File: config.mk
export PLATFORM = sky130hd
export DESIGN_NAME = subset_c_lexer_top
export DESIGN_NICKNAME = d
export VERILOG_FILES = /design/src/hw/rtl/slex_pkg.sv /design/src/hw/rtl/subset_c_lexer_top.sv /design/src/hw/rtl/slex_ctrl.sv /design/src/hw/rtl/slex_dp.sv
export SDC_FILE = /design/constraint.sdc
export NUM_CORES = 1
export LEC_CHECK = 0
export BUFFER_PORTS_ARGS = -buffer_cell sky130_fd_sc_hd__buf_2
export CAP_MARGIN = 20
export CORE_MARGIN = 2
export CORE_UTILIZATION = 55
export CTS_BUF_LIST = sky130_fd_sc_hd__clkbuf_16
export CTS_CLUSTER_SIZE = 40
export DETAILED_ROUTE_END_ITERATION = 8
export PLACE_DENSITY = 0.73
export SLEW_MARGIN = 10
export SYNTH_ARGS = -nofsm -noshare
export SYNTH_HDL_FRONTEND = slang
export SYNTH_SLANG_ARGS = --single-unit
File: constraint.sdc
create_clock -name clk -period 23.5 [get_ports clk]
set_clock_uncertainty 0.2 [all_clocks]
set_input_delay 4.7 -clock clk [delete_from_list [all_inputs] [get_ports clk]]
set_output_delay 4.7 -clock clk [all_outputs]
set_load 0.05 [all_outputs]
File: src/hw/rtl/slex_pkg.sv
// Shared types, token codes and character classes for the lexer.
package slex_pkg;

  typedef enum logic [1:0] {
    MODE_IDLE,
    MODE_NUM,
    MODE_NAME,
    MODE_OP
  } mode_t;

  typedef enum logic [2:0] {
    OUT_PEND,
    OUT_COMBO,
    OUT_CHAR,
    OUT_NAME,
    OUT_END
  } out_sel_t;

  typedef struct packed {
    logic     capture;
    logic     acc;
    logic     append;
    logic     lex;
    logic     clear;
    logic     rd;
    logic     chunk_inc;
    logic     load;
    out_sel_t sel;
  } dp_cmd_t;

  typedef struct packed {
    mode_t mode;
    logic  in_eoi;
    logic  in_digit;
    logic  in_namechar;
    logic  in_eq;
    logic  lat_eoi;
    logic  lat_single;
    logic  name_done;
    logic  out_free;
  } dp_stat_t;

  localparam logic signed [9:0] TK_END    = -10'sd1;
  localparam logic signed [9:0] TK_NAME   = 10'sd257;
  localparam logic signed [9:0] TK_NUMBER = 10'sd258;
  localparam logic signed [9:0] TK_WHILE  = 10'sd259;
  localparam logic signed [9:0] TK_IF     = 10'sd260;
  localparam logic signed [9:0] TK_PRINT  = 10'sd261;
  localparam logic signed [9:0] TK_EQ     = 10'sd262;
  localparam logic signed [9:0] TK_NE     = 10'sd263;
  localparam logic signed [9:0] TK_LE     = 10'sd264;
  localparam logic signed [9:0] TK_GE     = 10'sd265;
  localparam logic signed [9:0] TK_ELSE   = 10'sd266;

  localparam logic [7:0] CH_EQ    = 8'h3D;
  localparam logic [7:0] CH_BANG  = 8'h21;
  localparam logic [7:0] CH_LT    = 8'h3C;
  localparam logic [7:0] CH_GT    = 8'h3E;
  localparam logic [7:0] CH_US    = 8'h5F;
  localparam logic [7:0] CH_ZERO  = 8'h30;

  // Keywords packed first character in the low byte.
  localparam logic [63:0] KW_WHILE = 64'h0000_0065_6C69_6877;
  localparam logic [63:0] KW_IF    = 64'h0000_0000_0000_6669;
  localparam logic [63:0] KW_ELSE  = 64'h0000_0000_6573_6C65;
  localparam logic [63:0] KW_PRINT = 64'h0000_0074_6E69_7270;

  localparam logic [5:0] KW_WHILE_LEN = 6'd5;
  localparam logic [5:0] KW_IF_LEN    = 6'd2;
  localparam logic [5:0] KW_ELSE_LEN  = 6'd4;
  localparam logic [5:0] KW_PRINT_LEN = 6'd5;

  function automatic logic is_digit(input logic [7:0] b);
    return b inside {[8'h30:8'h39]};
  endfunction

  function automatic logic is_alpha(input logic [7:0] b);
    return b inside {[8'h41:8'h5A], [8'h61:8'h7A]};
  endfunction

  function automatic logic is_ws(input logic [7:0] b);
    return b inside {8'h20, 8'h0A, 8'h09, 8'h0D};
  endfunction

  function automatic logic is_opch(input logic [7:0] b);
    return b inside {CH_EQ, CH_BANG, CH_LT, CH_GT};
  endfunction

endpackage

File: src/hw/rtl/subset_c_lexer_top.sv
// A single word is loaded from the held byte in the lex state; each name chunk is read from
// the name store, then emitted; an end word follows a flushed token. A digit in a number or
// a character in a name is taken in idle; any other byte or end mark from idle goes through
// the lex or end state, '=' completing an operator through combo; one ending a number or
// operator flushes it, one ending a name emits its 8-character chunks; a held word stalls.
// Reset (synchronous) clears mode, counters and output valid; the name store is not cleared.
module subset_c_lexer_top #(
  parameter int NAME_MAX = 63
) (
  input  logic              clk,
  input  logic              rst,
  input  logic              in_valid,
  output logic              in_ready,
  input  logic [7:0]        in_byte,
  input  logic              end_of_input,
  output logic              out_valid,
  input  logic              out_ready,
  output logic signed [9:0] token_kind,
  output logic [31:0]       number_value,
  output logic [5:0]        name_length,
  output logic [2:0]        chunk_index,
  output logic [63:0]       name_chunk,
  output logic              last
);

  slex_pkg::dp_cmd_t  cmd;
  slex_pkg::dp_stat_t stat;

  slex_ctrl u_ctrl (
    .clk      (clk),
    .rst      (rst),
    .in_valid (in_valid),
    .in_ready (in_ready),
    .stat     (stat),
    .cmd      (cmd)
  );

  slex_dp #(
    .NAME_MAX (NAME_MAX)
  ) u_dp (
    .clk          (clk),
    .rst          (rst),
    .cmd          (cmd),
    .stat         (stat),
    .in_byte      (in_byte),
    .end_of_input (end_of_input),
    .out_ready    (out_ready),
    .out_valid    (out_valid),
    .token_kind   (token_kind),
    .number_value (number_value),
    .name_length  (name_length),
    .chunk_index  (chunk_index),
    .name_chunk   (name_chunk),
    .last         (last)
  );

endmodule

File: src/hw/rtl/slex_ctrl.sv
// Lexer controller: sequences accept, flush, name chunk runs and end words.
module slex_ctrl (
  input  logic              clk,
  input  logic              rst,
  input  logic              in_valid,
  output logic              in_ready,
  input  slex_pkg::dp_stat_t stat,
  output slex_pkg::dp_cmd_t  cmd
);

  typedef enum logic [2:0] {
    S_IDLE,
    S_FLUSH,
    S_COMBO,
    S_NAME_RD,
    S_NAME_EMIT,
    S_LEX,
    S_END
  } state_t;

  state_t state;
  state_t state_next;

  assign in_ready = (state == S_IDLE);

  always_comb begin
    cmd        = '0;
    cmd.sel    = slex_pkg::OUT_PEND;
    state_next = state;
    case (state)
      S_IDLE: begin
        if (in_valid) begin
          cmd.capture = 1'b1;
          if (stat.in_eoi) begin
            case (stat.mode)
              slex_pkg::MODE_NAME:                    state_next = S_NAME_RD;
              slex_pkg::MODE_NUM, slex_pkg::MODE_OP:  state_next = S_FLUSH;
              default:                                state_next = S_END;
            endcase
          end else if (stat.mode == slex_pkg::MODE_NUM && stat.in_digit) begin
            cmd.acc = 1'b1;
          end else if (stat.mode == slex_pkg::MODE_NAME && stat.in_namechar) begin
            cmd.append = 1'b1;
          end else if (stat.mode == slex_pkg::MODE_OP && stat.in_eq) begin
            state_next = S_COMBO;
          end else begin
            case (stat.mode)
              slex_pkg::MODE_NAME:                    state_next = S_NAME_RD;
              slex_pkg::MODE_NUM, slex_pkg::MODE_OP:  state_next = S_FLUSH;
              default:                                state_next = S_LEX;
            endcase
          end
        end
      end
      S_FLUSH: begin
        if (stat.out_free) begin
          cmd.load   = 1'b1;
          cmd.sel    = slex_pkg::OUT_PEND;
          cmd.clear  = 1'b1;
          state_next = stat.lat_eoi ? S_END : S_LEX;
        end
      end
      S_COMBO: begin
        if (stat.out_free) begin
          cmd.load   = 1'b1;
          cmd.sel    = slex_pkg::OUT_COMBO;
          cmd.clear  = 1'b1;
          state_next = S_IDLE;
        end
      end
      S_NAME_RD: begin
        cmd.rd     = 1'b1;
        state_next = S_NAME_EMIT;
      end
      S_NAME_EMIT: begin
        if (stat.out_free) begin
          cmd.load = 1'b1;
          cmd.sel  = slex_pkg::OUT_NAME;
          if (stat.name_done) begin
            cmd.clear  = 1'b1;
            state_next = stat.lat_eoi ? S_END : S_LEX;
          end else begin
            cmd.chunk_inc = 1'b1;
            state_next    = S_NAME_RD;
          end
        end
      end
      S_LEX: begin
        if (stat.lat_single) begin
          if (stat.out_free) begin
            cmd.load   = 1'b1;
            cmd.sel    = slex_pkg::OUT_CHAR;
            cmd.lex    = 1'b1;
            state_next = S_IDLE;
          end
        end else begin
          cmd.lex    = 1'b1;
          state_next = S_IDLE;
        end
      end
      S_END: begin
        if (stat.out_free) begin
          cmd.load   = 1'b1;
          cmd.sel    = slex_pkg::OUT_END;
          state_next = S_IDLE;
        end
      end
      default: state_next = S_IDLE;
    endcase
  end

  always_ff @(posedge clk) begin
    if (rst) begin
      state <= S_IDLE;
    end else begin
      state <= state_next;
    end
  end

endmodule

File: src/hw/rtl/slex_dp.sv
// Lexer datapath: accumulator, name store, pending operator and output word register.
module slex_dp #(
  parameter int NAME_MAX = 63
) (
  input  logic               clk,
  input  logic               rst,
  input  slex_pkg::dp_cmd_t  cmd,
  output slex_pkg::dp_stat_t stat,
  input  logic [7:0]         in_byte,
  input  logic               end_of_input,
  input  logic               out_ready,
  output logic               out_valid,
  output logic signed [9:0]  token_kind,
  output logic [31:0]        number_value,
  output logic [5:0]         name_length,
  output logic [2:0]         chunk_index,
  output logic [63:0]        name_chunk,
  output logic               last
);

  localparam int ROWS  = (NAME_MAX + 7) / 8;
  localparam int ROW_W = (ROWS > 1) ? $clog2(ROWS) : 1;

  slex_pkg::mode_t mode;
  logic [31:0]     acc;
  logic [5:0]      cnt;
  logic [7:0]      pend;
  logic [7:0]      lat_byte;
  logic            lat_eoi;
  logic [2:0]      chunk;
  logic [63:0]     rd_data;
  logic [63:0]     mem [ROWS];

  logic            wr_en;
  logic [7:0]      wr_byte;
  logic [ROW_W-1:0] wr_row;
  logic [ROW_W-1:0] rd_row;
  logic            room;
  logic [63:0]     masked;
  logic            is_kw;
  logic signed [9:0] kw_kind;
  logic            last_chunk;
  logic signed [9:0] combo_kind;
  logic [31:0]     digit_in;
  logic [31:0]     digit_lat;

  logic signed [9:0] token_kind_next;
  logic [31:0]     number_value_next;
  logic [5:0]      name_length_next;
  logic [2:0]      chunk_index_next;
  logic [63:0]     name_chunk_next;
  logic            last_next;

  assign room      = cnt < 6'(NAME_MAX);
  assign wr_en     = (cmd.append && room) || (cmd.lex && slex_pkg::is_alpha(lat_byte));
  assign wr_byte   = cmd.lex ? lat_byte : in_byte;
  assign wr_row    = ROW_W'(cnt >> 3);
  assign rd_row    = ROW_W'(chunk);
  assign digit_in  = {24'd0, in_byte - slex_pkg::CH_ZERO};
  assign digit_lat = {24'd0, lat_byte - slex_pkg::CH_ZERO};

  // Name store: one 64-bit row per chunk, byte lanes written as characters arrive.
  always_ff @(posedge clk) begin
    if (wr_en) begin
      mem[wr_row][8*cnt[2:0] +: 8] <= wr_byte;
    end
    if (cmd.rd) begin
      rd_data <= mem[rd_row];
    end
  end

  // Lanes at or beyond the kept length read as zero.
  always_comb begin
    logic [5:0] lane_pos;
    masked = '0;
    for (int i = 0; i < 8; i++) begin
      lane_pos = {chunk, 3'(i)};
      if (lane_pos < cnt) begin
        masked[8*i +: 8] = rd_data[8*i +: 8];
      end
    end
  end

  always_comb begin
    is_kw   = 1'b0;
    kw_kind = slex_pkg::TK_NAME;
    if (chunk == 3'd0) begin
      if (cnt == slex_pkg::KW_WHILE_LEN && masked == slex_pkg::KW_WHILE) begin
        is_kw   = 1'b1;
        kw_kind = slex_pkg::TK_WHILE;
      end else if (cnt == slex_pkg::KW_IF_LEN && masked == slex_pkg::KW_IF) begin
        is_kw   = 1'b1;
        kw_kind = slex_pkg::TK_IF;
      end else if (cnt == slex_pkg::KW_ELSE_LEN && masked == slex_pkg::KW_ELSE) begin
        is_kw   = 1'b1;
        kw_kind = slex_pkg::TK_ELSE;
      end else if (cnt == slex_pkg::KW_PRINT_LEN && masked == slex_pkg::KW_PRINT) begin
        is_kw   = 1'b1;
        kw_kind = slex_pkg::TK_PRINT;
      end
    end
  end

  assign last_chunk = (chunk == 3'((cnt - 6'd1) >> 3));

  always_comb begin
    case (pend)
      slex_pkg::CH_BANG: combo_kind = slex_pkg::TK_NE;
      slex_pkg::CH_LT:   combo_kind = slex_pkg::TK_LE;
      slex_pkg::CH_GT:   combo_kind = slex_pkg::TK_GE;
      default:           combo_kind = slex_pkg::TK_EQ;
    endcase
  end

  always_comb begin
    token_kind_next   = slex_pkg::TK_END;
    number_value_next = '0;
    name_length_next  = '0;
    chunk_index_next  = '0;
    name_chunk_next   = '0;
    last_next         = 1'b1;
    case (cmd.sel)
      slex_pkg::OUT_PEND: begin
        if (mode == slex_pkg::MODE_NUM) begin
          token_kind_next   = slex_pkg::TK_NUMBER;
          number_value_next = acc;
        end else begin
          token_kind_next = 10'({2'b00, pend});
        end
      end
      slex_pkg::OUT_COMBO: token_kind_next = combo_kind;
      slex_pkg::OUT_CHAR:  token_kind_next = 10'({2'b00, lat_byte});
      slex_pkg::OUT_NAME: begin
        if (is_kw) begin
          token_kind_next = kw_kind;
        end else begin
          token_kind_next  = slex_pkg::TK_NAME;
          name_length_next = cnt;
          chunk_index_next = chunk;
          name_chunk_next  = masked;
          last_next        = last_chunk;
        end
      end
      default: token_kind_next = slex_pkg::TK_END;
    endcase
  end

  always_ff @(posedge clk) begin
    if (cmd.load) begin
      token_kind   <= token_kind_next;
      number_value <= number_value_next;
      name_length  <= name_length_next;
      chunk_index  <= chunk_index_next;
      name_chunk   <= name_chunk_next;
      last         <= last_next;
    end
    if (cmd.capture) begin
      lat_byte <= in_byte;
    end
  end

  always_ff @(posedge clk) begin
    if (rst) begin
      mode      <= slex_pkg::MODE_IDLE;
      acc       <= '0;
      cnt       <= '0;
      pend      <= '0;
      chunk     <= '0;
      lat_eoi   <= 1'b0;
      out_valid <= 1'b0;
    end else begin
      if (cmd.capture) begin
        lat_eoi <= end_of_input;
      end
      if (cmd.acc) begin
        acc <= (acc << 3) + (acc << 1) + digit_in;
      end
      if (cmd.append && room) begin
        cnt <= cnt + 6'd1;
      end
      if (cmd.chunk_inc) begin
        chunk <= chunk + 3'd1;
      end
      if (cmd.clear) begin
        mode  <= slex_pkg::MODE_IDLE;
        acc   <= '0;
        cnt   <= '0;
        pend  <= '0;
        chunk <= '0;
      end
      // Start a new token from the held byte; whitespace and single words leave idle.
      if (cmd.lex) begin
        if (slex_pkg::is_digit(lat_byte)) begin
          mode <= slex_pkg::MODE_NUM;
          acc  <= digit_lat;
        end else if (slex_pkg::is_alpha(lat_byte)) begin
          mode <= slex_pkg::MODE_NAME;
          cnt  <= 6'd1;
        end else if (slex_pkg::is_opch(lat_byte)) begin
          mode <= slex_pkg::MODE_OP;
          pend <= lat_byte;
        end
      end
      if (cmd.load) begin
        out_valid <= 1'b1;
      end else if (out_ready) begin
        out_valid <= 1'b0;
      end
    end
  end

  always_comb begin
    stat.mode        = mode;
    stat.in_eoi      = end_of_input;
    stat.in_digit    = slex_pkg::is_digit(in_byte);
    stat.in_namechar = slex_pkg::is_alpha(in_byte) || slex_pkg::is_digit(in_byte) ||
                       (in_byte == slex_pkg::CH_US);
    stat.in_eq       = (in_byte == slex_pkg::CH_EQ);
    stat.lat_eoi     = lat_eoi;
    stat.lat_single  = !(slex_pkg::is_ws(lat_byte) || slex_pkg::is_digit(lat_byte) ||
                         slex_pkg::is_alpha(lat_byte) || slex_pkg::is_opch(lat_byte));
    stat.name_done   = is_kw || last_chunk;
    stat.out_free    = !out_valid || out_ready;
  end

endmodule

Word level (Yosys, flattened, before mapping)

Memories as Yosys holds them, arrays and structs flattened. A register that Yosys moved wholly into a read port is not among the register bits.
Index checks and enable logic that the tools add are counted.

Multiplexer cells: 82
Order comparisons: 21
Equal/unequal tests: 38
Shift-type cells: 2
Reductions and logical operators: 39
Bitwise gates (word level): 1
Add/subtract/negate cells: 8

Operator list:

| cell                    | number |
|---|---|
| $eq 64x39->1 const B    | 2 |
| $mux 32                 | 4 |
| $mux 8                  | 14 |
| $eq 8x6->1 const B      | 9 |
| $eq 64x15->1 const B    | 1 |
| $eq 64x31->1 const B    | 1 |
| $mux 64                 | 1 |
| $shift 8x34->64 const A | 1 |
| $shiftx 8x34->64        | 1 |
| $mux 10                 | 5 |
| $lt 6x6->1              | 8 |
| $pmux 10 s4             | 1 |
| $mux 3                  | 13 |
| $neg 6->34              | 1 |
| $add 32x32->32          | 1 |
| $add 32x8->32           | 1 |
| $ge 8x7->1 const B      | 4 |
| $le 8x7->1 const B      | 4 |
| $mux 6                  | 5 |
| $eq 8x4->1 const B      | 3 |
| $mux 4                  | 5 |
| $pmux 4 s5              | 1 |
| $mux 1                  | 19 |
| $pmux 3 s6              | 1 |
| 34 further kinds        | 85 |

Memories: 1
Flip-flop bits (word level): 180
Output and inout bits: 118
Input bits: 13
Logic and storage cells: 207
Memory bits (writable): 512

Memory list:

| memory   | words | width | read ports | clocked after Yosys merged registers in | write ports | RTL line      | text |
|---|---|---|---|---|---|---|---|
| u_dp.mem | 8     | 64    | 1          | 1                                       | 1           | slex_dp.sv:32 | `logic [63:0] mem [ROWS];` |

Depth between registers and ports, before layout

Gate-level depths: netlist of run 1.

Depth in word-level cells: 18
Depth in mapped cells: 14

Cells and area by module

A second synthesis of run 1 with hierarchy kept.

Cell total of the unflattened synthesis: 1991
Area total of the unflattened synthesis: 32117.1 um^2

By module, submodules not included:

| module    | area an instance (um^2) | cells each | instances |
|---|---|---|---|
| slex_dp   | 31655.4                 | 1924       | 1 |
| slex_ctrl | 461.7                   | 67         | 1 |

Worst setup path before layout of run 1

No wires, ideal clock.

Path kind: in2reg
From: in out_ready
To: reg u_dp.chunk_index[0], enable pin
Slack: 12946 ps
Data arrival time: 9761 ps
Setup time: 593 ps
Stages: 3
Cells stage by stage: nor2b_1 > clkbuf_1 > nor2_1

RTL lines:

| item                 | RTL line                 | text |
|---|---|---|
| start, declared      | subset_c_lexer_top.sv:17 | `input logic out_ready,` |
| end signal, assigned | slex_dp.sv:153           | `chunk_index <= chunk_index_next;` |
| end, declared        | slex_dp.sv:16            | `output logic [2:0] chunk_index,` |

Final worst setup path of run 1

From: in in_byte[5]
To: mem u_dp.mem[0][5], enable pin

Word-level cells in the longest chain between the ends: 15
Elaborated cells on any way between the ends: 24
Classes of those cells: 6 x order compare; 1 x eq/ne; 7 x mux; 10 x reduce/logical

RTL lines:

| item                                     | RTL line                 | text |
|---|---|---|
| start, declared                          | subset_c_lexer_top.sv:14 | `input logic [7:0] in_byte,` |
| $ge 8x7->1 or $le 8x7->1 (tied branches) | slex_pkg.sv:78           | `return b inside {[8'h41:8'h5A], [8'h61:8'h7A]};` |
| $logic_and 1x1->1                        | slex_pkg.sv:78           |  |
| $reduce_bool 2->1                        | slex_pkg.sv:78           |  |
| $logic_or 1x1->1 (2 in series)           | slex_dp.sv:216           | `stat.in_namechar = slex_pkg::is_alpha(in_byte) \|\| slex_pkg::is_digit(in_byte) \|\|` |
| $logic_and 1x1->1                        | slex_ctrl.sv:42          | `end else if (stat.mode == slex_pkg::MODE_NAME && stat.in_namechar) begin` |
| $mux 1                                   | slex_ctrl.sv:42          |  |
| $mux 1 *                                 | slex_ctrl.sv:40          | `end else if (stat.mode == slex_pkg::MODE_NUM && stat.in_digit) begin` |
| $mux 2 *                                 | slex_ctrl.sv:34          | `if (stat.in_eoi) begin` |
| $mux 3 *                                 | slex_ctrl.sv:32          | `if (in_valid) begin` |
| $mux 3 *                                 | slex_ctrl.sv:30          | `case (state)` |
| $logic_and 1x1->1 *                      | slex_dp.sv:55            | `assign wr_en = (cmd.append && room) \|\| (cmd.lex && slex_pkg::is_alpha(lat_byte));` |
| $logic_or 1x1->1 *                       | slex_dp.sv:55            |  |
| $mux 1 *                                 | slex_dp.sv:64            | `if (wr_en) begin` |
| $mux 64 (implied by the code) *          | slex_dp.sv:65            | `mem[wr_row][8*cnt[2:0] +: 8] <= wr_byte;` |
| end, declared                            | slex_dp.sv:32            |  |

Mark *: on every way between the ends. The rest lies on a longest branch, timed or not.

==> flow_summary.json, run 1 <==
{
  "p_sw_mw": 1.26,
  "start_util": 0.558,
  "synth_ff_type": "edfxtp_1",
  "n_fill_cell": 4102,
  "status": "completed",
  "p_clk_frac": 0.316,
  "cp-end-kind": "flop",
  "die_w_um": 246,
  "postPlaceCellArea_um2": 33800,
  "synthMostInstantiatedCell": "edfxtp_1",
  "crit_path_cell_trace": "buf_2 -> inv_1 -> ha_1 -> nand2_1 -> or2_2 -> a311oi_1 -> o211ai_1 -> nand2b_1 -> nand2b_1 -> nor2_1",
  "place.gp.congestion": 0.922,
  "pin_count": 131,
  "row_count": 88,
  "slew_headroom": 0.252,
  "start_kind": "input pin",
  "max-vdd-ir-drop_mv": 0.108,
  "cts_buffers": 75,
  "intPower_mw": 2.54,
  "syn-instance-count": 2033,
  "cts_num_sinks": 756,
  "rsz0062_at_grt": "no",
  "wl_um": 75500,
  "grt_antenna_before_repair": 0,
  "swShare": 0.332,
  "final-hold-violation-count": 0,
  "max_freq_mhz": 122,
  "yosysSeqAreaShare": 0.685,
  "grt_start_max_net_pins": 81,
  "yosys_warnings": 0,
  "grt_pass1_wl_um": 114000,
  "avgSynthCellArea_um2": 15.9,
  "finalCritPeriodShare": 0.349,
  "nNetsFinal": 2269,
  "critPathSlowestCell": "nor2_1",
  "first_global_vias": 18400,
  "synth_top_area_cell": "edfxtp_1",
  "cts_resized": 0,
  "root_buffer": "clkbuf_16",
  "crit_buf_inv": 2,
  "synth_nets": 2129,
  "drtPass1Iterations": 6,
  "grt.overflow.total": 0,
  "cts_setup_buffers": 0,
  "critPathRequiredTime_ps": 23520,
  "io_buffer_count": 130,
  "powerDensity_nw_per_um2": 105,
  "path_delay_family": "simple AND/OR/NAND/NOR gates",
  "setup_violations": 0,
  "dp_hpwl_um": 48300,
  "dieArea_um2": 60700,
  "cts_tree": "yes",
  "path_class": "in2reg",
  "path_clk_slew_ps": 60,
  "cp_max_fo": 8,
  "drc": 0,
  "drtIter0Drc": 2016,
  "p_seq_frac": 0.450,
  "tns_ps": 0,
  "die_y_um": 246,
  "synth_seq_cells": 756,
  "wire_per_inst_um": 25.2,
  "vias_per_cell": 6.25,
  "cts-hold-fix-buffers": 0,
  "fin_crit_ps": 8190,
  "cts_max_level": 3,
  "layout-drive-gt1-share": 0.222,
  "antenna_left": 0,
  "leakage_nw": 12.6,
  "num_vias": 18700,
  "critPathArrivalTime_ps": 8220,
  "drv_slew": 0,
  "worstHoldPathType": "reg2reg",
  "synth_top_area_share": 0.650,
  "worst_slew_pin_slew_ps": 1120,
  "ys_types": 80,
  "post-route-cell-area_um2": 36300,
  "grt_usage": 0.253,
  "syn-cell-area_um2": 32300,
  "coreArea_um2": 57900,
  "synth_edf_count": 700,
  "syn2layout_area_growth_pct": 12.2,
  "crit_top_cell": "nand2b_1",
  "p_comb_frac": 0.234,
  "synth_area_leaders": "edfxtp_1 65%, mux4_2 8.9%, dfxtp_1 3.5%",
  "max_stage_delay_ps": 820,
  "synth_common_cells": "700 x edfxtp_1, 204 x nor2_1, 128 x mux4_2",
  "async_flop_share": 0,
  "clock_latency_ps": 610,
  "clockBufferDepth": 3,
  "drv_cap": 0
}
[power by group through the flow]
stage / Combinational, mW / Sequential [mW] / Clock (mW)
after global routing: 0.936 / 1.73 / 1.27
final: 0.890 / 1.71 / 1.20
after floorplan: 0.331 / 2.08 / 0
after detailed placement: 0.893 / 1.74 / 0
after CTS: 0.894 / 1.71 / 1.22
after global placement: 0.884 / 1.74 / 0
[cell usage in the layout (no fill, tap or decap), types with 65 or more instances in the layout]
cell type,instances
mux2_2,65
edfxtp_1,700
clkbuf_16,76
ha_1,77
nor2_1,203
and2_1,93
nand2_1,80
mux4_2,128
buf_2,131
a21oi_1,78
[layout make-up]
cell class / instances / area (µm²) / share of cell area
clock inverters: 58 / 547 / 0.0151
multi-input cells: 1137 / 9680 / 0.267
diodes: 1 / 2.50 / 0.0000690
repair buffers: 155 / 863 / 0.0238
flip-flops and latches: 756 / 22200 / 0.611
inverters: 48 / 180 / 0.00497
well taps: 765 / 957 / 0.0264
clock buffers: 76 / 1900 / 0.0524
[logic make-up (layout without fill, tap and decap cells)]
kind of cell	count (synthesis)	after routing	synth area share
buffers and inverters	140	337	0.0178
multiplexers	209	209	0.117
XOR/XNOR	28	28	0.00758
other	0	1	0
adder cells (fa/ha/maj)	83	83	0.0335
AND/OR/NAND/NOR	577	577	0.0895
AO/OA/AOI/OAI	240	240	0.0500
flip-flops	756	756	0.685
[state kept, by name, summed over array words and instances, names as in the netlist, 2 cells and up]
register           count
u_ctrl.state           3
u_dp.acc              32
u_dp.chunk             3
u_dp.chunk_index       3
u_dp.cnt               6
u_dp.lat_byte          8
u_dp.mem             512
u_dp.mode              2
u_dp.name_chunk       64
u_dp.name_length       6
u_dp.number_value     32
u_dp.pend              8
u_dp.rd_data          64
u_dp.token_kind       10
[path summary, 6_finish.rpt]
path	startpoint	to	slack (ps)	cells after the start
worst min register to register	u_dp.acc[12]$_SDFF_PP0_	u_dp.acc[12]$_SDFF_PP0_	290	2
worst max register to register	u_dp.chunk[0]$_SDFFE_PP0P_	u_dp.name_chunk[57]$_SDFFCE_PP0P_	18340	10
worst min-delay path	u_dp.acc[12]$_SDFF_PP0_	u_dp.acc[12]$_SDFF_PP0_	290	2
worst max-delay path	in_byte[5]	u_dp.mem[0][5]$_DFFE_PP_	15310	10
[worst min-delay path, stage by stage (launching register included)]
cell and delay, ps:
dfxtp_1 330, nand2_1 60, a21oi_1 50
[metrics by stage]
step                      instances  hold slack (ps)  power (mW)  worst slack, ps   util
after global placement         2857              281        2.62            14900  0.583
after detailed placement       2859              289        2.63            14770  0.584
after floorplan                2033              243        2.41            12950      -
after global routing           2995              327        3.94            15100  0.626
final                          2996              294        3.81            15310  0.626
after CTS                      2993              295        3.82            15400  0.626
[routing by layer]
| metal | vias up | wire length [µm] | GRT usage |
|---|---|---|---|
| met5 | - | 0 | 0 |
| met4 | 0 | 2260 | 0.0872 |
| met3 | 124 | 6630 | 0.0472 |
| met2 | 925 | 37000 | 0.413 |
| met1 | 9475 | 29600 | 0.344 |
| li1 | 8196 | - | - |
No activity file was read; power rests on OpenSTA's default activity.
==> run 2, diff against run 1 <==
Settings changed: ABC_AREA set to 1, PLACE_DENSITY 0.73 to 0.76.
Clock period 23.5 ns to 7.3 ns, I/O delays scaled along.
==> run 2 against run 1 <==
  * Global-route usage grew 2.9 points
  * Utilization shrank 0.49 points
  * Final area grew 3.4%
  * Synthesized cell count grew 52%
  * Non-clock buffer count shrank 4
  * Routed wire length grew 19%
  * Clock-buffer cell count grew 5
  * Total power grew to 3.5 times the previous value
  * Highest routed layer unchanged
==> flow_summary.json, run 2 <==
{
  "path_class": "reg2reg",
  "synth_area_leaders": "edfxtp_1 63%, nor2_1 9.3%, o21ai_0 4.8%",
  "p_sw_mw": 4.94,
  "worstHoldPathType": "reg2reg",
  "cts_tree": "yes",
  "io_buffer_count": 130,
  "coreArea_um2": 60400,
  "antenna_left": 0,
  "synth_nets": 3182,
  "drv_cap": 0,
  "rsz0062_at_grt": "no",
  "setup_violations": 0,
  "yosys_warnings": 0,
  "syn-instance-count": 3086,
  "post-route-cell-area_um2": 37500,
  "fin_crit_ps": 5090,
  "cts_buffers": 79,
  "cp_max_fo": 71,
  "async_flop_share": 0,
  "drv_slew": 0,
  "wl_um": 89600,
  "grt.overflow.total": 0,
  "start_kind": "flop",
  "final-hold-violation-count": 0,
  "cts_resized": 0,
  "ff2ff_setup_slack_ps": 2210,
  "ys_types": 61,
  "cp-endpoint": "u_dp.name_chunk[14]$_SDFFCE_PP0P_",
  "grt_start_max_net_pins": 193,
  "intPower_mw": 8.47,
  "vias_per_cell": 6.01,
  "tns_ps": 0,
  "nNetsFinal": 3288,
  "dieArea_um2": 62900,
  "drtIter0Drc": 2997,
  "layout-drive-gt1-share": 0.102,
  "max_stage_delay_ps": 870,
  "cts-hold-fix-buffers": 0,
  "cts_max_level": 3,
  "dp_hpwl_um": 58400,
  "swShare": 0.369,
  "synth_top_area_share": 0.627,
  "slew_headroom": 0.131,
  "rr_worst_depth": 16,
  "avgSynthCellArea_um2": 10.9,
  "wire_per_inst_um": 22.2,
  "antenna_cells": 0,
  "die_y_um": 251,
  "cp-startpoint": "u_dp.chunk[0]$_SDFFE_PP0P_",
  "clock_latency_ps": 640,
  "largest_reg_flops": 512,
  "max-vdd-ir-drop_mv": 0.409,
  "postPlaceCellArea_um2": 34800,
  "first_global_vias": 23400,
  "grt_pass1_wl_um": 135000,
  "r2r_end": "u_dp.name_chunk[14]$_SDFFCE_PP0P_",
  "cp-end-kind": "flop",
  "synthMostInstantiatedCell": "nor2_1",
  "pin_count": 131,
  "clockBufferDepth": 3,
  "critPathArrivalTime_ps": 5230,
  "grt_antenna_before_repair": 1,
  "leakage_nw": 14.1,
  "p_clk_frac": 0.305,
  "syn2layout_area_growth_pct": 11.9,
  "synth_top_area_cell": "edfxtp_1",
  "finalCritPeriodShare": 0.698,
  "powerDensity_nw_per_um2": 357,
  "max_freq_mhz": 196,
  "cts_num_sinks": 756,
  "cts_setup_buffers": 0,
  "critPathSlowestCell": "dfxtp_4",
  "synth_edf_count": 700,
  "status": "completed",
  "final_cell_mix": "826 x nor2_1, 700 x edfxtp_1, 323 x o21ai_0",
  "p_comb_frac": 0.278,
  "place.gp.congestion": 0.978,
  "synth_ff_type": "edfxtp_1",
  "drtPass1Iterations": 6,
  "crit_path_cell_trace": "inv_6 -> ha_1 -> nand3_1 -> o211ai_1 -> nand2_1 -> inv_1 -> nand2_1 -> nor2_2 -> nand2_2 -> nor2_1 -> nor2_2 -> nand2_1 -> nand2_2 -> nand2_2 -> buf_4 -> nor3_1",
  "root_buffer": "clkbuf_16",
  "reg2reg_from": "u_dp.chunk[0]$_SDFFE_PP0P_",
  "row_count": 90,
  "syn-cell-area_um2": 33500,
  "die_w_um": 251,
  "critPathRequiredTime_ps": 7440,
  "num_vias": 24300,
  "p_seq_frac": 0.417,
  "start_util": 0.555,
  "path_clk_slew_ps": 60,
  "worst_slew_pin_slew_ps": 1300,
  "synth_common_cells": "827 x nor2_1, 700 x edfxtp_1, 324 x o21ai_0",
  "synth_seq_cells": 756,
  "drc": 0,
  "yosysSeqAreaShare": 0.661,
  "final_common_cell": "nor2_1",
  "grt_usage": 0.282
}
-- run 2: cell types whose count changed after synthesis, moves of 92 or more --
cell     change
and2_1      -92
mux4_2     -128
nand2_1    +171
inv_1      +159
o21ai_0    +280
nor2_1     +623
-- run 2: worst min-delay path by stage --
stage,startpoint,endpoint,slack (ps),cells after the start
finish,u_dp.pend[6]$_SDFF_PP0_,u_dp.pend[6]$_SDFF_PP0_,290,2
floorplan,u_dp.pend[6]$_SDFF_PP0_,u_dp.pend[6]$_SDFF_PP0_,240,2
CTS,u_dp.pend[6]$_SDFF_PP0_,u_dp.pend[6]$_SDFF_PP0_,290,2
global placement,u_dp.pend[7]$_SDFF_PP0_,u_dp.pend[7]$_SDFF_PP0_,260,2
detailed placement,u_dp.pend[7]$_SDFF_PP0_,u_dp.pend[7]$_SDFF_PP0_,270,2
global route,u_dp.pend[6]$_SDFF_PP0_,u_dp.pend[6]$_SDFF_PP0_,300,2
-- run 2: kinds of logic (layout without fill, tap and decap cells) --
logic type      count (synthesis)  count (layout)  synth area share
xor+xnor                       34              34           0.00888
mux                             1               1          0.000299
flops                         756             756             0.661
compound gates                579             579            0.0967
buf+inv                       344             512            0.0405
fa+ha+maj                      83              83            0.0323
simple gates                 1289            1289             0.161
-- run 2: power by group through the flow --
| stage | Clock, mW | Combinational [mW] | Sequential [mW] |
|---|---|---|---|
| 2_1_floorplan | 0 | 1.55 | 6.75 |
| 3_3_place_gp | 0 | 3.58 | 5.68 |
| 3_5_place_dp | 0 | 3.65 | 5.68 |
| 4_1_cts | 4.11 | 3.67 | 5.60 |
| 5_1_grt | 4.28 | 3.95 | 5.62 |
| 6_report | 4.09 | 3.73 | 5.59 |
-- run 2: per-stage QoR --
stage                util  setup WS, ps  cells  hold slack (ps)  power (mW)
detailed placement  0.577          2020   3892              269        9.33
CTS                 0.621          2250   4035              293        13.4
global placement    0.577          2180   3892              262        9.26
global route        0.622          1830   4036              303        13.9
finish              0.622          2210   4036              294        13.4
floorplan               -          2010   3086              243        8.30
-- run 2: per-layer routing --
metal  vias up  wire, µm  GRT usage
met5         -         0          0
met4         0      3590      0.121
met3       207      9490     0.0571
met2      1349     40200      0.434
met1     11700     36300      0.394
li1      11000         -          -
-- run 2: area by class of cell --
type	count	area [µm²]
multi-input cells	1986	10100
fillers	4614	22800
inverters	218	832
flip-flops and latches	756	22100
well taps	782	978
clock buffers	81	2030
repair buffers	151	841
clock inverters	62	619
-- run 2: critical path, delay by kind of cell (launching register included) --
kind            cells  cell delay [ps]
simple gates       11             1890
flops               1              870
buf+inv             3             1060
compound gates      1              240
fa+ha+maj           1              510
==> run 3, diff against run 2 <==
Clock period 7.3 ns to 4.3 ns, I/O delays scaled along.
==> run 3 against run 2 <==
  * Sequential power up 68%
  * Global-route usage up 0.42 points
  * Largest cell class unchanged
  * First-iteration DRC count up 14%
  * Critical endpoint is now u_dp.mem[3][14]$_DFFE_PP_
  * Utilization up 1.6 points
  * Total power up 71%
  * Via count up 3.1%
  * Register-to-register slack worse by 1900 ps
  * Final cell count up 2.9%
  * Non-clock buffer count up 122
  * Sequential share of layout area down 1.5 points
  * Flip-flop and latch count unchanged
  * Worst hold slack worse by 6.7 ps
==> flow_summary.json, run 3 (same netlist as run 2, synthesis figures left out) <==
{
  "row_count": 90,
  "critPathArrivalTime_ps": 4090,
  "max-vdd-ir-drop_mv": 0.551,
  "max_freq_mhz": 252,
  "cts-hold-fix-buffers": 0,
  "nNetsFinal": 3407,
  "post-route-cell-area_um2": 38500,
  "fin_crit_ps": 3970,
  "final_cell_mix": "826 x nor2_1, 700 x edfxtp_1, 323 x o21ai_0",
  "cts_num_sinks": 756,
  "cts_tree": "yes",
  "grt_antenna_before_repair": 1,
  "min_from": "u_dp.pend[7]$_SDFF_PP0_",
  "grt_usage": 0.286,
  "die_w_um": 251,
  "antenna_left": 0,
  "root_buffer": "clkbuf_16",
  "vias_per_cell": 6.02,
  "grt_pass1_wl_um": 138000,
  "cp_max_fo": 12,
  "rsz0062_at_grt": "no",
  "worstHoldPathType": "reg2reg",
  "fin_ws_ps": 328,
  "utilization": 0.638,
  "wl_um": 91300,
  "path_class": "reg2reg",
  "power_mw": 22.9,
  "largest_reg_flops": 512,
  "cts_setup_buffers": 0,
  "postPlaceCellArea_um2": 35800,
  "num_vias": 25000,
  "grt_start_max_net_pins": 237,
  "dp.cells": 4015,
  "tns_ps": 0,
  "reg2reg_from": "u_dp.lat_byte[1]$_DFFE_PP_",
  "setup_violations": 0,
  "cts_max_level": 3,
  "grt.overflow.total": 0,
  "leakage_nw": 14.7,
  "cts_resized": 0,
  "finalCritPeriodShare": 0.924,
  "first_global_vias": 23800,
  "start_kind": "flop",
  "die_y_um": 251,
  "place.gp.congestion": 0.976,
  "pin_count": 131,
  "status": "completed",
  "cp-end-kind": "flop",
  "slew_headroom": 0.0660,
  "final-hold-violation-count": 0,
  "drtPass1Iterations": 6,
  "holdWs_ps": 288,
  "start_util": 0.555,
  "io_buffer_count": 130,
  "clock_latency_ps": 640,
  "critPathRequiredTime_ps": 4420,
  "dieArea_um2": 62900,
  "drc": 0,
  "drv_cap": 0,
  "fin_cells": 4154,
  "clockBufferDepth": 3,
  "final_common_cell": "nor2_1",
  "layout-drive-gt1-share": 0.136,
  "worst_slew_pin_slew_ps": 1400,
  "drtIter0Drc": 3408,
  "cts_buffers": 76,
  "coreArea_um2": 60400,
  "wire_per_inst_um": 22.0,
  "dp_hpwl_um": 59400,
  "path_clk_slew_ps": 60,
  "drv_slew": 0,
  "cp-startpoint": "u_dp.lat_byte[1]$_DFFE_PP_",
  "syn2layout_area_growth_pct": 14.8,
  "dp_slack_ps": 104,
  "powerDensity_nw_per_um2": 594
}
run 3: path summary, 6_finish.rpt:
path              slack [ps]  cells after the start                         to
setup / recovery         330                     17  u_dp.mem[3][14]$_DFFE_PP_
hold / removal           290                      2    u_dp.pend[7]$_SDFF_PP0_
hold reg to reg          290                      2    u_dp.pend[7]$_SDFF_PP0_
setup reg to reg         330                     17  u_dp.mem[3][14]$_DFFE_PP_
run 3: routing by layer:
metal  GRT usage  wire length, µm  up-vias
met5           0                0        -
met4       0.119             3180        0
met3      0.0500             9690      227
met2       0.444            41700     1462
met1       0.403            36700    12100
li1            -                -    11200
run 3: worst max-delay path, cell delays in order, from the launching register on:
cell,delay [ps]
edfxtp_1,470
inv_1,180
nand2_1,120
nor3_2,200
nand2_1,100
a21oi_2,300
inv_1,200
nand3_1,130
nor2_1,80
nand2_1,80
nand2_2,150
inv_1,170
nand2_1,130
nand2_1,90
buf_4,260
nand2_1,250
nor2_1,340
buf_4,220
run 3: power by group:
group	internal, mW	switching [mW]	leakage [nW]
Combinational	1.31	5.16	6.15
Sequential	9.06	0.328	7.27
Clock	4.18	2.83	1.33
Total	14.5	8.32	14.7
run 3: layout make-up:
class | count | area (µm²)
Inverter | 218 | 832
Sequential cell | 756 | 22100
Clock inverter | 60 | 731
Antenna cell | 1 | 2.50
Clock buffer | 78 | 1950
Timing Repair Buffer | 273 | 1800
Multi-Input combinational cell | 1986 | 10000
Tap cell | 782 | 978
Fill cell | 4490 | 21900
